[src/rtl/core/sfb_pkg.sv]
// Shared types and constants for the serial frame builder.
`timescale 1ns / 1ps

package sfb_pkg;

  localparam int OverheadBytes = 12;
  localparam int TotalW = 9;
  localparam int StepW = 4;

  // input opcode
  typedef enum logic {
    OP_BEGIN   = 1'b0,
    OP_PAYLOAD = 1'b1
  } op_t;

  typedef enum logic [1:0] {
    KIND_REJECT,
    KIND_BEGIN,
    KIND_DATA
  } kind_t;

  // one queued command for the byte sequencer
  typedef struct packed {
    kind_t              kind;
    logic               is_end;   // empty frame or final payload byte: checksum follows
    logic [31:0]        ident;
    logic [TotalW-1:0]  total;
    logic [7:0]         data;
  } cmd_t;

  function automatic logic [7:0] hdr_byte(input logic [1:0] idx);
    logic [7:0] b;
    case (idx)
      2'd0: b = 8'h48;
      2'd1: b = 8'h43;
      2'd2: b = 8'h5A;
      2'd3: b = 8'h4E;
      default: b = 8'h00;
    endcase
    return b;
  endfunction

endpackage

[src/rtl/core/sfb_front.sv]
// Input side: accepts items, tracks the open frame and classifies each transaction.
`timescale 1ns / 1ps

module sfb_front #(
  parameter int MAX_FRAME_BYTES = 64
) (
  input  logic               clk,
  input  logic               rst,
  input  logic               push,
  input  logic               full,
  input  logic               opcode,
  input  logic [31:0]        frame_ident,
  input  logic [7:0]         payload_count,
  input  logic [7:0]         payload_byte,
  output logic               enq,
  output sfb_pkg::cmd_t      enq_cmd
);

  localparam logic [sfb_pkg::TotalW-1:0] MaxTotal = sfb_pkg::TotalW'(MAX_FRAME_BYTES);
  localparam logic [sfb_pkg::TotalW-1:0] Overhead = sfb_pkg::TotalW'(sfb_pkg::OverheadBytes);

  logic                        frame_open;
  logic [7:0]                  bytes_left;
  logic                        accept;
  logic [sfb_pkg::TotalW-1:0]  total;
  logic                        reject;

  assign accept = push && !full;
  assign total  = {1'b0, payload_count} + Overhead;
  assign reject = total > MaxTotal;

  always_comb begin
    enq_cmd.ident = frame_ident;
    enq_cmd.total = total;
    enq_cmd.data  = payload_byte;
    if (opcode == sfb_pkg::OP_BEGIN) begin
      enq_cmd.kind   = reject ? sfb_pkg::KIND_REJECT : sfb_pkg::KIND_BEGIN;
      enq_cmd.is_end = payload_count == 8'd0;
      enq            = accept;
    end else begin
      enq_cmd.kind   = sfb_pkg::KIND_DATA;
      enq_cmd.is_end = bytes_left == 8'd1;
      enq            = accept && frame_open;
    end
  end

  always_ff @(posedge clk) begin
    if (rst) begin
      frame_open <= 1'b0;
      bytes_left <= 8'd0;
    end else if (accept) begin
      if (opcode == sfb_pkg::OP_BEGIN) begin
        if (!reject) begin
          frame_open <= payload_count != 8'd0;
          bytes_left <= payload_count;
        end
      end else if (frame_open) begin
        bytes_left <= bytes_left - 8'd1;
        if (bytes_left == 8'd1) begin
          frame_open <= 1'b0;
        end
      end
    end
  end

endmodule

[src/rtl/core/sfb_queue.sv]
// Command queue between the front and the byte sequencer.
`timescale 1ns / 1ps

module sfb_queue #(
  parameter int DEPTH = 4
) (
  input  logic           clk,
  input  logic           rst,
  input  logic           enq,
  input  sfb_pkg::cmd_t  enq_cmd,
  output logic           full,
  input  logic           deq,
  output logic           head_valid,
  output sfb_pkg::cmd_t  head_cmd
);

  localparam int PtrW = (DEPTH > 1) ? $clog2(DEPTH) : 1;
  localparam int CntW = $clog2(DEPTH + 1);
  localparam logic [PtrW-1:0] LastPtr = PtrW'(DEPTH - 1);
  localparam logic [CntW-1:0] DepthCnt = CntW'(DEPTH);

  sfb_pkg::cmd_t    mem [DEPTH];
  logic [PtrW-1:0]  wr_ptr;
  logic [PtrW-1:0]  rd_ptr;
  logic [CntW-1:0]  count;
  logic             do_enq;
  logic             do_deq;

  assign full       = count == DepthCnt;
  assign head_valid = count != '0;
  assign head_cmd   = mem[rd_ptr];
  assign do_enq     = enq && !full;
  assign do_deq     = deq && head_valid;

  always_ff @(posedge clk) begin
    if (do_enq) begin
      mem[wr_ptr] <= enq_cmd;
    end
  end

  always_ff @(posedge clk) begin
    if (rst) begin
      wr_ptr <= '0;
      rd_ptr <= '0;
      count  <= '0;
    end else begin
      if (do_enq) begin
        wr_ptr <= (wr_ptr == LastPtr) ? '0 : wr_ptr + 1'b1;
      end
      if (do_deq) begin
        rd_ptr <= (rd_ptr == LastPtr) ? '0 : rd_ptr + 1'b1;
      end
      if (do_enq && !do_deq) begin
        count <= count + 1'b1;
      end else if (do_deq && !do_enq) begin
        count <= count - 1'b1;
      end
    end
  end

  a_count_bound: assert property (@(posedge clk) disable iff (rst) count <= DepthCnt)
    else $error("queue count beyond depth");
  a_no_deq_empty: assert property (@(posedge clk) disable iff (rst) deq |-> head_valid)
    else $error("dequeue from empty queue");
  a_ptr_gap: assert property (@(posedge clk) disable iff (rst)
      (count == '0 || count == DepthCnt) |-> wr_ptr == rd_ptr)
    else $error("pointers disagree with count");

endmodule

[src/rtl/core/sfb_back.sv]
// Byte sequencer: expands queued commands into frame bytes and keeps the checksum.
`timescale 1ns / 1ps

module sfb_back (
  input  logic           clk,
  input  logic           rst,
  input  logic           head_valid,
  input  sfb_pkg::cmd_t  head_cmd,
  output logic           deq,
  input  logic           pop,
  output logic           empty,
  output logic [7:0]     out_byte,
  output logic           frame_done,
  output logic           too_long,
  output logic           run_last
);

  localparam logic [sfb_pkg::StepW-1:0] StepLenLo = 4'd4;
  localparam logic [sfb_pkg::StepW-1:0] StepLenHi = 4'd5;
  localparam logic [sfb_pkg::StepW-1:0] StepId0   = 4'd6;
  localparam logic [sfb_pkg::StepW-1:0] StepId1   = 4'd7;
  localparam logic [sfb_pkg::StepW-1:0] StepId2   = 4'd8;
  localparam logic [sfb_pkg::StepW-1:0] StepId3   = 4'd9;
  localparam logic [sfb_pkg::StepW-1:0] StepCkLo  = 4'd10;
  localparam logic [sfb_pkg::StepW-1:0] StepCkHi  = 4'd11;

  logic [sfb_pkg::StepW-1:0]  step;
  logic [sfb_pkg::StepW-1:0]  step_next;
  logic [15:0]                sum;
  logic [15:0]                sum_next;
  logic                       out_valid;
  logic                       advance;
  logic                       adds;
  logic                       finish;
  logic [7:0]                 byte_sel;
  logic                       done_sel;
  logic                       err_sel;
  logic                       last_sel;

  assign advance = head_valid && (!out_valid || pop);
  assign deq     = advance && finish;
  assign empty   = !out_valid;

  always_comb begin
    byte_sel  = 8'd0;
    done_sel  = 1'b0;
    err_sel   = 1'b0;
    last_sel  = 1'b0;
    adds      = 1'b0;
    finish    = 1'b0;
    step_next = step + 1'b1;
    if (step == StepCkLo) begin
      byte_sel  = sum[7:0];
      step_next = StepCkHi;
    end else if (step == StepCkHi) begin
      byte_sel  = sum[15:8];
      done_sel  = 1'b1;
      last_sel  = 1'b1;
      finish    = 1'b1;
      step_next = '0;
    end else begin
      case (head_cmd.kind)
        sfb_pkg::KIND_BEGIN: begin
          adds = 1'b1;
          case (step)
            StepLenLo: byte_sel = head_cmd.total[7:0];
            StepLenHi: byte_sel = 8'(head_cmd.total[sfb_pkg::TotalW-1:8]);
            StepId0:   byte_sel = head_cmd.ident[7:0];
            StepId1:   byte_sel = head_cmd.ident[15:8];
            StepId2:   byte_sel = head_cmd.ident[23:16];
            StepId3:   byte_sel = head_cmd.ident[31:24];
            default:   byte_sel = sfb_pkg::hdr_byte(step[1:0]);
          endcase
          if (step == StepId3) begin
            if (head_cmd.is_end) begin
              step_next = StepCkLo;
            end else begin
              last_sel  = 1'b1;
              finish    = 1'b1;
              step_next = '0;
            end
          end
        end
        sfb_pkg::KIND_DATA: begin
          adds     = 1'b1;
          byte_sel = head_cmd.data;
          if (head_cmd.is_end) begin
            step_next = StepCkLo;
          end else begin
            last_sel  = 1'b1;
            finish    = 1'b1;
            step_next = '0;
          end
        end
        default: begin
          err_sel   = 1'b1;
          last_sel  = 1'b1;
          finish    = 1'b1;
          step_next = '0;
        end
      endcase
    end
  end

  // a frame's sum restarts on its first header byte
  assign sum_next = (head_cmd.kind == sfb_pkg::KIND_BEGIN && step == '0) ?
                    {8'd0, byte_sel} : sum + {8'd0, byte_sel};

  always_ff @(posedge clk) begin
    if (rst) begin
      step      <= '0;
      sum       <= '0;
      out_valid <= 1'b0;
    end else begin
      if (advance) begin
        step      <= step_next;
        out_valid <= 1'b1;
        if (adds) begin
          sum <= sum_next;
        end
      end else if (pop) begin
        out_valid <= 1'b0;
      end
    end
  end

  always_ff @(posedge clk) begin
    if (advance) begin
      out_byte   <= byte_sel;
      frame_done <= done_sel;
      too_long   <= err_sel;
      run_last   <= last_sel;
    end
  end

  a_step_range: assert property (@(posedge clk) disable iff (rst) step <= StepCkHi)
    else $error("sequencer step out of range");
  a_done_last: assert property (@(posedge clk) disable iff (rst)
      (out_valid && frame_done) |-> (run_last && !too_long))
    else $error("checksum end not marked last");
  a_err_form: assert property (@(posedge clk) disable iff (rst)
      (out_valid && too_long) |-> (run_last && out_byte == 8'd0))
    else $error("malformed error result");
  a_ck_follow: assert property (@(posedge clk) disable iff (rst)
      (advance && step == StepCkLo) |=> step == StepCkHi)
    else $error("checksum bytes split");

endmodule

[src/rtl/core/serial_frame_builder.sv]
// Serial frame builder top level: A begin transaction either yields one error
// result (12 plus the length over MAX_FRAME_BYTES) or opens a frame and emits
// the 4-byte header, the little-endian 16-bit frame length and the 32-bit
// identifier; each payload transaction passes its byte, and the frame's last
// byte (or an empty begin) is followed by the 16-bit additive checksum, low byte
// first. Payload with no frame open is taken and dropped. Input is taken at one
// transaction per cycle while the QUEUE_DEPTH-entry command queue has room; the
// byte sequencer behind it puts out one result byte per cycle while its output
// register is free or popped; a payload yields one byte, a begin ten (twelve
// if empty), a frame's last byte three. Results leave via a one-entry output register.
`timescale 1ns / 1ps

module serial_frame_builder #(
  parameter int MAX_FRAME_BYTES = 64,
  parameter int QUEUE_DEPTH = 4
) (
  input  logic        clk,
  input  logic        rst,
  input  logic        push,
  output logic        full,
  input  logic        opcode,
  input  logic [31:0] frame_ident,
  input  logic [7:0]  payload_count,
  input  logic [7:0]  payload_byte,
  output logic        empty,
  input  logic        pop,
  output logic [7:0]  out_byte,
  output logic        frame_done,
  output logic        too_long,
  output logic        run_last
);

  logic           enq;
  sfb_pkg::cmd_t  enq_cmd;
  logic           deq;
  logic           head_valid;
  sfb_pkg::cmd_t  head_cmd;

  sfb_front #(
    .MAX_FRAME_BYTES(MAX_FRAME_BYTES)
  ) u_front (
    .clk(clk),
    .rst(rst),
    .push(push),
    .full(full),
    .opcode(opcode),
    .frame_ident(frame_ident),
    .payload_count(payload_count),
    .payload_byte(payload_byte),
    .enq(enq),
    .enq_cmd(enq_cmd)
  );

  sfb_queue #(
    .DEPTH(QUEUE_DEPTH)
  ) u_queue (
    .clk(clk),
    .rst(rst),
    .enq(enq),
    .enq_cmd(enq_cmd),
    .full(full),
    .deq(deq),
    .head_valid(head_valid),
    .head_cmd(head_cmd)
  );

  sfb_back u_back (
    .clk(clk),
    .rst(rst),
    .head_valid(head_valid),
    .head_cmd(head_cmd),
    .deq(deq),
    .pop(pop),
    .empty(empty),
    .out_byte(out_byte),
    .frame_done(frame_done),
    .too_long(too_long),
    .run_last(run_last)
  );

endmodule

[config.mk]
export PLATFORM = sky130hd
export DESIGN_NAME = serial_frame_builder
export DESIGN_NICKNAME = d
export VERILOG_FILES = /design/src/rtl/core/sfb_pkg.sv /design/src/rtl/core/sfb_front.sv /design/src/rtl/core/sfb_queue.sv /design/src/rtl/core/sfb_back.sv /design/src/rtl/core/serial_frame_builder.sv
export SDC_FILE = /design/constraint.sdc
export NUM_CORES = 1
export LEC_CHECK = 0
export ABC_AREA = 1
export BUFFER_PORTS_ARGS = -buffer_cell sky130_fd_sc_hd__buf_2
export CAP_MARGIN = 20
export CORE_MARGIN = 2
export CORE_UTILIZATION = 61
export DETAILED_ROUTE_END_ITERATION = 6
export GPL_ROUTABILITY_DRIVEN = 0
export PLACE_DENSITY_LB_ADDON = 0.25
export REMOVE_ABC_BUFFERS = 1
export SETUP_SLACK_MARGIN = 0.05
export SLEW_MARGIN = 20
export SYNTH_ARGS = -nofsm -noshare
export SYNTH_HDL_FRONTEND = slang
export SYNTH_SLANG_ARGS = --single-unit
[constraint.sdc]
create_clock -name clk -period 4.22 [get_ports clk]
set_input_delay 0.422 -clock clk [delete_from_list [all_inputs] [get_ports clk]]
set_output_delay 0.422 -clock clk [all_outputs]
set_load 0.01 [all_outputs]
; After elaboration in Yosys (flattened, before gate mapping)
; Memory sizes are Yosys's and may differ from the RTL's. A register that Yosys moved wholly into a read port is not among the register bits.
; Cells that the tools add are included.
[totals]
input_bits = 53
reg_bits = 48
memories = 1
ramBits = 208
out_inout_bits = 13
wordCells = 108
[memory_table]
columns = memory, words, word_bits, read_ports, rd_clocked_by_memory_dff, write_ports, line_no
row1 = u_queue.mem, 4, 52, 1, 1, 1, sfb_queue.sv:22  ; sfb_pkg::cmd_t mem [DEPTH];
[op_classes]
order_cmp = 1
eq_ne = 19
reduce_logical = 26
mux = 41
add_sub_neg = 8
[op_table]
columns = op, n
row1 = 8-bit one-hot mux with 6 select lines, 1
row2 = 8-bit two-way mux, 5
row3 = 8-bit one-hot mux with 4 select lines, 1
row4 = 1-bit two-way mux, 19
row5 = 16-bit by 8-bit adder with 16-bit output, 1
row6 = 4-bit by 3-bit equality test with 1-bit output (second input constant), 4
row7 = 4-bit equality test (second input constant), 4
row8 = 16-bit two-way mux, 1
row9 = 4-bit two-way mux, 4
row10 = 8-bit one-hot mux with 2 select lines, 1
row11 = 2-bit equality test (second input constant), 5
row12 = 8-bit by 4-bit adder with 9-bit output (second input constant), 1
row13 = 9-bit by 7-bit > comparator with 1-bit output (second input constant), 1
row14 = 1-bit logical AND, 9
row15 = 3-bit two-way mux, 3
row16 = 8-bit by 1-bit equality test with 1-bit output (second input constant), 1
row17 = 8-bit logical NOT, 1
row18 = 2-bit two-way mux, 4
row19 = 4-bit one-hot mux with 2 select lines, 1
row20 = 8-bit nonzero test, 1
row21 = 8-bit by 1-bit subtractor with 8-bit output (second input constant), 1
row22 = 2-bit by 1-bit adder with 2-bit output (second input constant), 2
row23 = 4-bit by 1-bit adder with 4-bit output (second input constant), 1
row24 = 2-bit by 1-bit equality test with 1-bit output (second input constant), 2
row25 = other kinds (15), 21

; Logic depth before layout (Yosys ltp)
[depth]
depth_word = 10
ltp_mapped = 26
depth_no_buf = 24

; Modules after synthesis
; A second synthesis with hierarchy kept.
[unflattened]
cells_unflattened = 1154
area_unflattened_um2 = 12590.8
[by_module_without_submodules]
columns = mod, cells_per_inst, area_per_inst_um2, instances, seq_area_each_um2
row1 = sfb_queue, 572, 8754.6, 1, 6426.2
row2 = sfb_back, 402, 2626.3, 1, 750.7
row3 = sfb_front, 180, 1209.9, 1, 180.2

; Worst setup path after synthesis
; Ideal clock, no wire load.
[synth_path]
path_type = register -> register
start = register u_queue.count[0]
end = memory u_queue.mem[0][0] in the netlist's numbering, enable pin
path_slack_ns = 0.490
arrival_time_ns = 3.268
synth_period_minus_slack_ns = 3.730
stages_incl_launch_ff = 5
n_path_buf = 0
setup_time_ns = 0.462
required_time_ns = 3.758
cell_sequence = dfxtp_1 nor3_1 nor2_1 nand2_1 nor2_1
[synth_via]
elab_chain_cells = 8
[synth_lines]
columns = element, line_no
row1 = from (decl), sfb_queue.sv:25  ; logic [CntW-1:0] count;
row2 = from (signal assigned), sfb_queue.sv:54  ; count <= count + 1'b1;
row3 = from (signal assigned), sfb_queue.sv:56  ; count <= count - 1'b1;
row4 = 3-bit equality test (*), sfb_queue.sv:29  ; assign full = count == DepthCnt;
row5 = via full, serial_frame_builder.sv:20  ; output logic full,
row6 = 1-bit logical NOT (*), "sfb_front.sv:28, sfb_queue.sv:32"
row7 = 1-bit logical AND, sfb_front.sv:28  ; assign accept = push && !full;
row8 = 1-bit logical AND, sfb_front.sv:43  ; enq = accept && frame_open;
row9 = 1-bit two-way mux, sfb_front.sv:36  ; if (opcode == sfb_pkg::OP_BEGIN) begin
row10 = 1-bit logical AND (*), sfb_queue.sv:32  ; assign do_enq = enq && !full;
row11 = 1-bit two-way mux (*), sfb_queue.sv:36  ; if (do_enq) begin
row12 = 1-bit two-way mux (implied by the code) (*), sfb_queue.sv:37  ; mem[wr_ptr] <= enq_cmd;
row13 = to (decl), sfb_queue.sv:22
; The timed path passes the listed nets; every way through them passes the cells marked *.

==> impl_metrics.csv <==
group,metric,value,unit
status,status,"complete, no violations",
cts,htreeDepth,1,
setup_path,crit_end,"u_back.sum[14]",
drt,num_vias,8516,
setup_path,r2r_cells,21,
synth,avgSynthCellArea,9.84,µm²
setup_path,path_class,"reg -> reg",
setup_path,required,4.66,ns
setup_path,cp_data_arrival_time,4.16,ns
grt,grt_remaining_overflow,0,
finish,area_growth,12.1,%
sta,tightestPinTransition,0.807,ns
placement,detailed_place.area,12400,µm²
finish,final_area,13300,µm²
synth,synth-edff-count,219,
sta,slew_headroom,0.462,
synth,async_flop_share,0,
sta,fin_crit_sh,0.881,
die,rows,51,
cts,cts.path.max_buffers,3,
setup_path,cp-start-kind,"register",
setup_path,rrSetupSlack,0.50,ns
placement,portBuffers,65,
grt,antenna_found_initial,1,
synth,seq_area_frac_synth,0.619,
drt,finalWirelength,26.0,mm
cts,clkLatencyLatePin,0.54,ns
synth,yosys_warnings,0,
sta,fin_skew,0.00796,ns
worst_hold_path,holdPathStages,1,
sta,setup_viol,0,
drt,dr.pass1.iters,5,
power_and_ir_drop,powerDensity,576,nW/µm²
power_and_ir_drop,leakage,5.43,nW
die,io_pins,66,
job,max-cap-violations,0,
die,die-width,144,µm
finish,drive_above_1_share,0.124,
synth,syn_inst,1208,
cts,root_buffer,"clkbuf_16",
cts,clock_sinks,258,
synth,ys.flop_type,"edfxtp_1",
cts,cts_made_buffers,27,
drt,drc,0,
worst_hold_path,hold_class,"in -> reg",
synth,syn_area,11900,µm²
cts,path_clk_slew,0.07,ns
die,die_h,144,µm
placement,place_hpwl,16.6,mm
cts,post-cts-setup-buffers,0,
sta,fmax,269,MHz
power_and_ir_drop,ir_drop,418,µV
grt,grt_use_total,0.257,
setup_path,reg2reg_to,"u_back.sum[14]",
grt,grt_pass1_vias,8314,
cts,cts_tree,"yes",
sta,finalCriticalPeriod,3.72,ns
die,start_util,0.617,
sta,finalHoldViolations,0,
grt,grt_max_degree,79,
sta,holdWs,0.0912,ns
drt,viasPerCell,5.47,
synth,ys_ff_latch,258,
sta,rsz0062_at_grt,"false",
drt,antenna_left,0,
grt,grt_pass1_wl,41.2,mm
synth,synth.distinct_cells,46,
die,core_area,19300,µm²
finish,n_antenna_cell,0,
setup_path,end_kind,"register",
setup_path,crit_fanout,22,
drt,wl_per_cell,16.7,µm
die,dieArea,20600,µm²
drt,drtIter0Drc,675,
finish,nNetsFinal,1352,
sta,drv_slew,0,
-- area by class of cell --
type / instances / area [µm²]
multi-input cells: 755 / 3760
fillers: 1451 / 5950
well taps: 265 / 332
flip-flops and latches: 258 / 7360
repair buffers: 78 / 434
clock inverters: 18 / 130
clock buffers: 32 / 726
inverters: 151 / 572
-- stage by stage --
| stage | total power, mW | cells | setup WS, ns | utilization | setup TNS (ns) |
|---|---|---|---|---|---|
| 2_1_floorplan | 4.74 | 1164 | -1.31 | - | -22.02 |
| 3_3_place_gp | 5.36 | 1507 | 0.454 | 0.646 | 0 |
| 3_5_place_dp | 5.42 | 1507 | 0.360 | 0.646 | 0 |
| 4_1_cts | 7.67 | 1557 | 0.298 | 0.690 | 0 |
| 5_1_grt | 8.10 | 1557 | 0.0626 | 0.691 | 0 |
| 6_report | 7.67 | 1557 | 0.503 | 0.691 | 0 |
-- critical path, stage by stage, from the launching register on --
cell      delay [ns]
dfxtp_4         0.40
inv_2           0.27
nand2_1         0.09
a32oi_1         0.29
inv_1           0.09
ha_1            0.31
inv_1           0.06
nand2_1         0.11
inv_2           0.18
nand2_1         0.10
a21boi_0        0.28
ha_1            0.34
a21oi_1         0.16
nand2_1         0.10
a21oi_1         0.24
o211ai_1        0.17
nand2_2         0.12
inv_2           0.05
nand3_1         0.08
nand2_1         0.06
nand2_1         0.05
nor2_1          0.04
-- layer usage --
metal / wire (µm) / global-route usage / part of all wire / up-vias
met5: 13 / 0 / 0.00050 / -
met4: 490 / 0.0784 / 0.019 / 2
met3: 1610 / 0.0410 / 0.062 / 46
met2: 12800 / 0.452 / 0.49 / 276
met1: 11100 / 0.330 / 0.43 / 4019
li1: - / - / - / 4173
-- cells by family after synthesis --
kind of cell | after synthesis | synth area share
fa+ha+maj | 28 | 0.0307
xor+xnor | 8 | 0.00590
compound gates | 197 | 0.0908
flops | 258 | 0.619
buf+inv | 195 | 0.0673
simple gates | 522 | 0.186
-- cell usage in the layout (no fill, tap or decap), types with 2 or more instances in the layout --
cell type,instances
nand3_2,2
o21ai_1,11
dfxtp_1,37
edfxtp_1,219
a21boi_0,6
ha_1,26
fa_1,2
clkinv_1,7
a31oi_1,2
nor2_2,7
nor2_4,9
o211ai_1,2
nor2_8,2
clkbuf_16,28
inv_2,10
a22oi_1,3
a211oi_1,2
or2_2,2
o21ai_0,98
nor2_1,129
nand2_1,276
a32oi_1,2
a21oi_1,43
clkbuf_1,3
inv_6,2
nand4_1,8
buf_4,11
nand2_2,4
xor2_1,7
nor3_1,6
buf_2,65
o21a_1,2
clkinv_2,7
nand3_1,72
or2_0,2
inv_1,139
o22ai_1,20
-- synthesized netlist by cell type, types with 3 or more instances --
library cell	n	area, µm²
nand2_1	276	1040
o22ai_1	20	125
dfxtp_1	39	781
edfxtp_1	219	6580
a21oi_1	43	215
nand4_1	8	50.1
nand3_1	72	360
clkbuf_1	14	52.6
xor2_1	7	61.3
nor2_4	5	56.3
o21ai_1	11	55.1
buf_2	23	115
o21ai_0	98	490
nor2_2	5	31.3
buf_4	5	37.5
inv_2	10	37.5
inv_1	139	522
a22oi_1	3	22.5
nor2_1	135	507
ha_1	26	325
a21boi_0	6	45.0
nor3_1	6	30.0
nand2_2	4	25.0
-- worst min-delay path by stage --
| stage | from | end |
|---|---|---|
| floorplan | u_front.frame_open | u_front.frame_open |
| global placement | u_front.frame_open | u_front.frame_open |
| detailed placement | u_front.frame_open | u_front.frame_open |
| CTS | frame_ident[9] | u_queue.mem[2][26] |
| global route | frame_ident[4] | u_queue.mem[1][21] |
| finish | frame_ident[4] | u_queue.mem[0][21] |
-- power breakdown --
group	total (mW)	switching [mW]	internal [mW]
clock network	2.26	0.965	1.30
registers	3.17	0.119	3.05
logic	2.23	1.56	0.678
total	7.67	2.64	5.03
-- sequential cells by signal, indices dropped and copies added, names as in the netlist, named ones only --
| name | count |
|---|---|
| u_back.out_valid | 1 |
| u_queue.mem | 208 |
| u_back.frame_done | 1 |
| u_back.too_long | 1 |
| u_front.bytes_left | 8 |
| u_queue.rd_ptr | 2 |
| u_back.step | 4 |
| u_back.run_last | 1 |
| u_back.out_byte | 8 |
| u_back.sum | 16 |
| u_front.frame_open | 1 |
| u_queue.count | 3 |
| u_queue.wr_ptr | 2 |
-- repair_timing --
item	4_1_cts	5_1_grt
endpoints found under the setup margin	0	8
resized for setup	0	6
hold buffers	0	0
endpoints found under the hold margin	0	0
(Power assumes the default switching activity.)
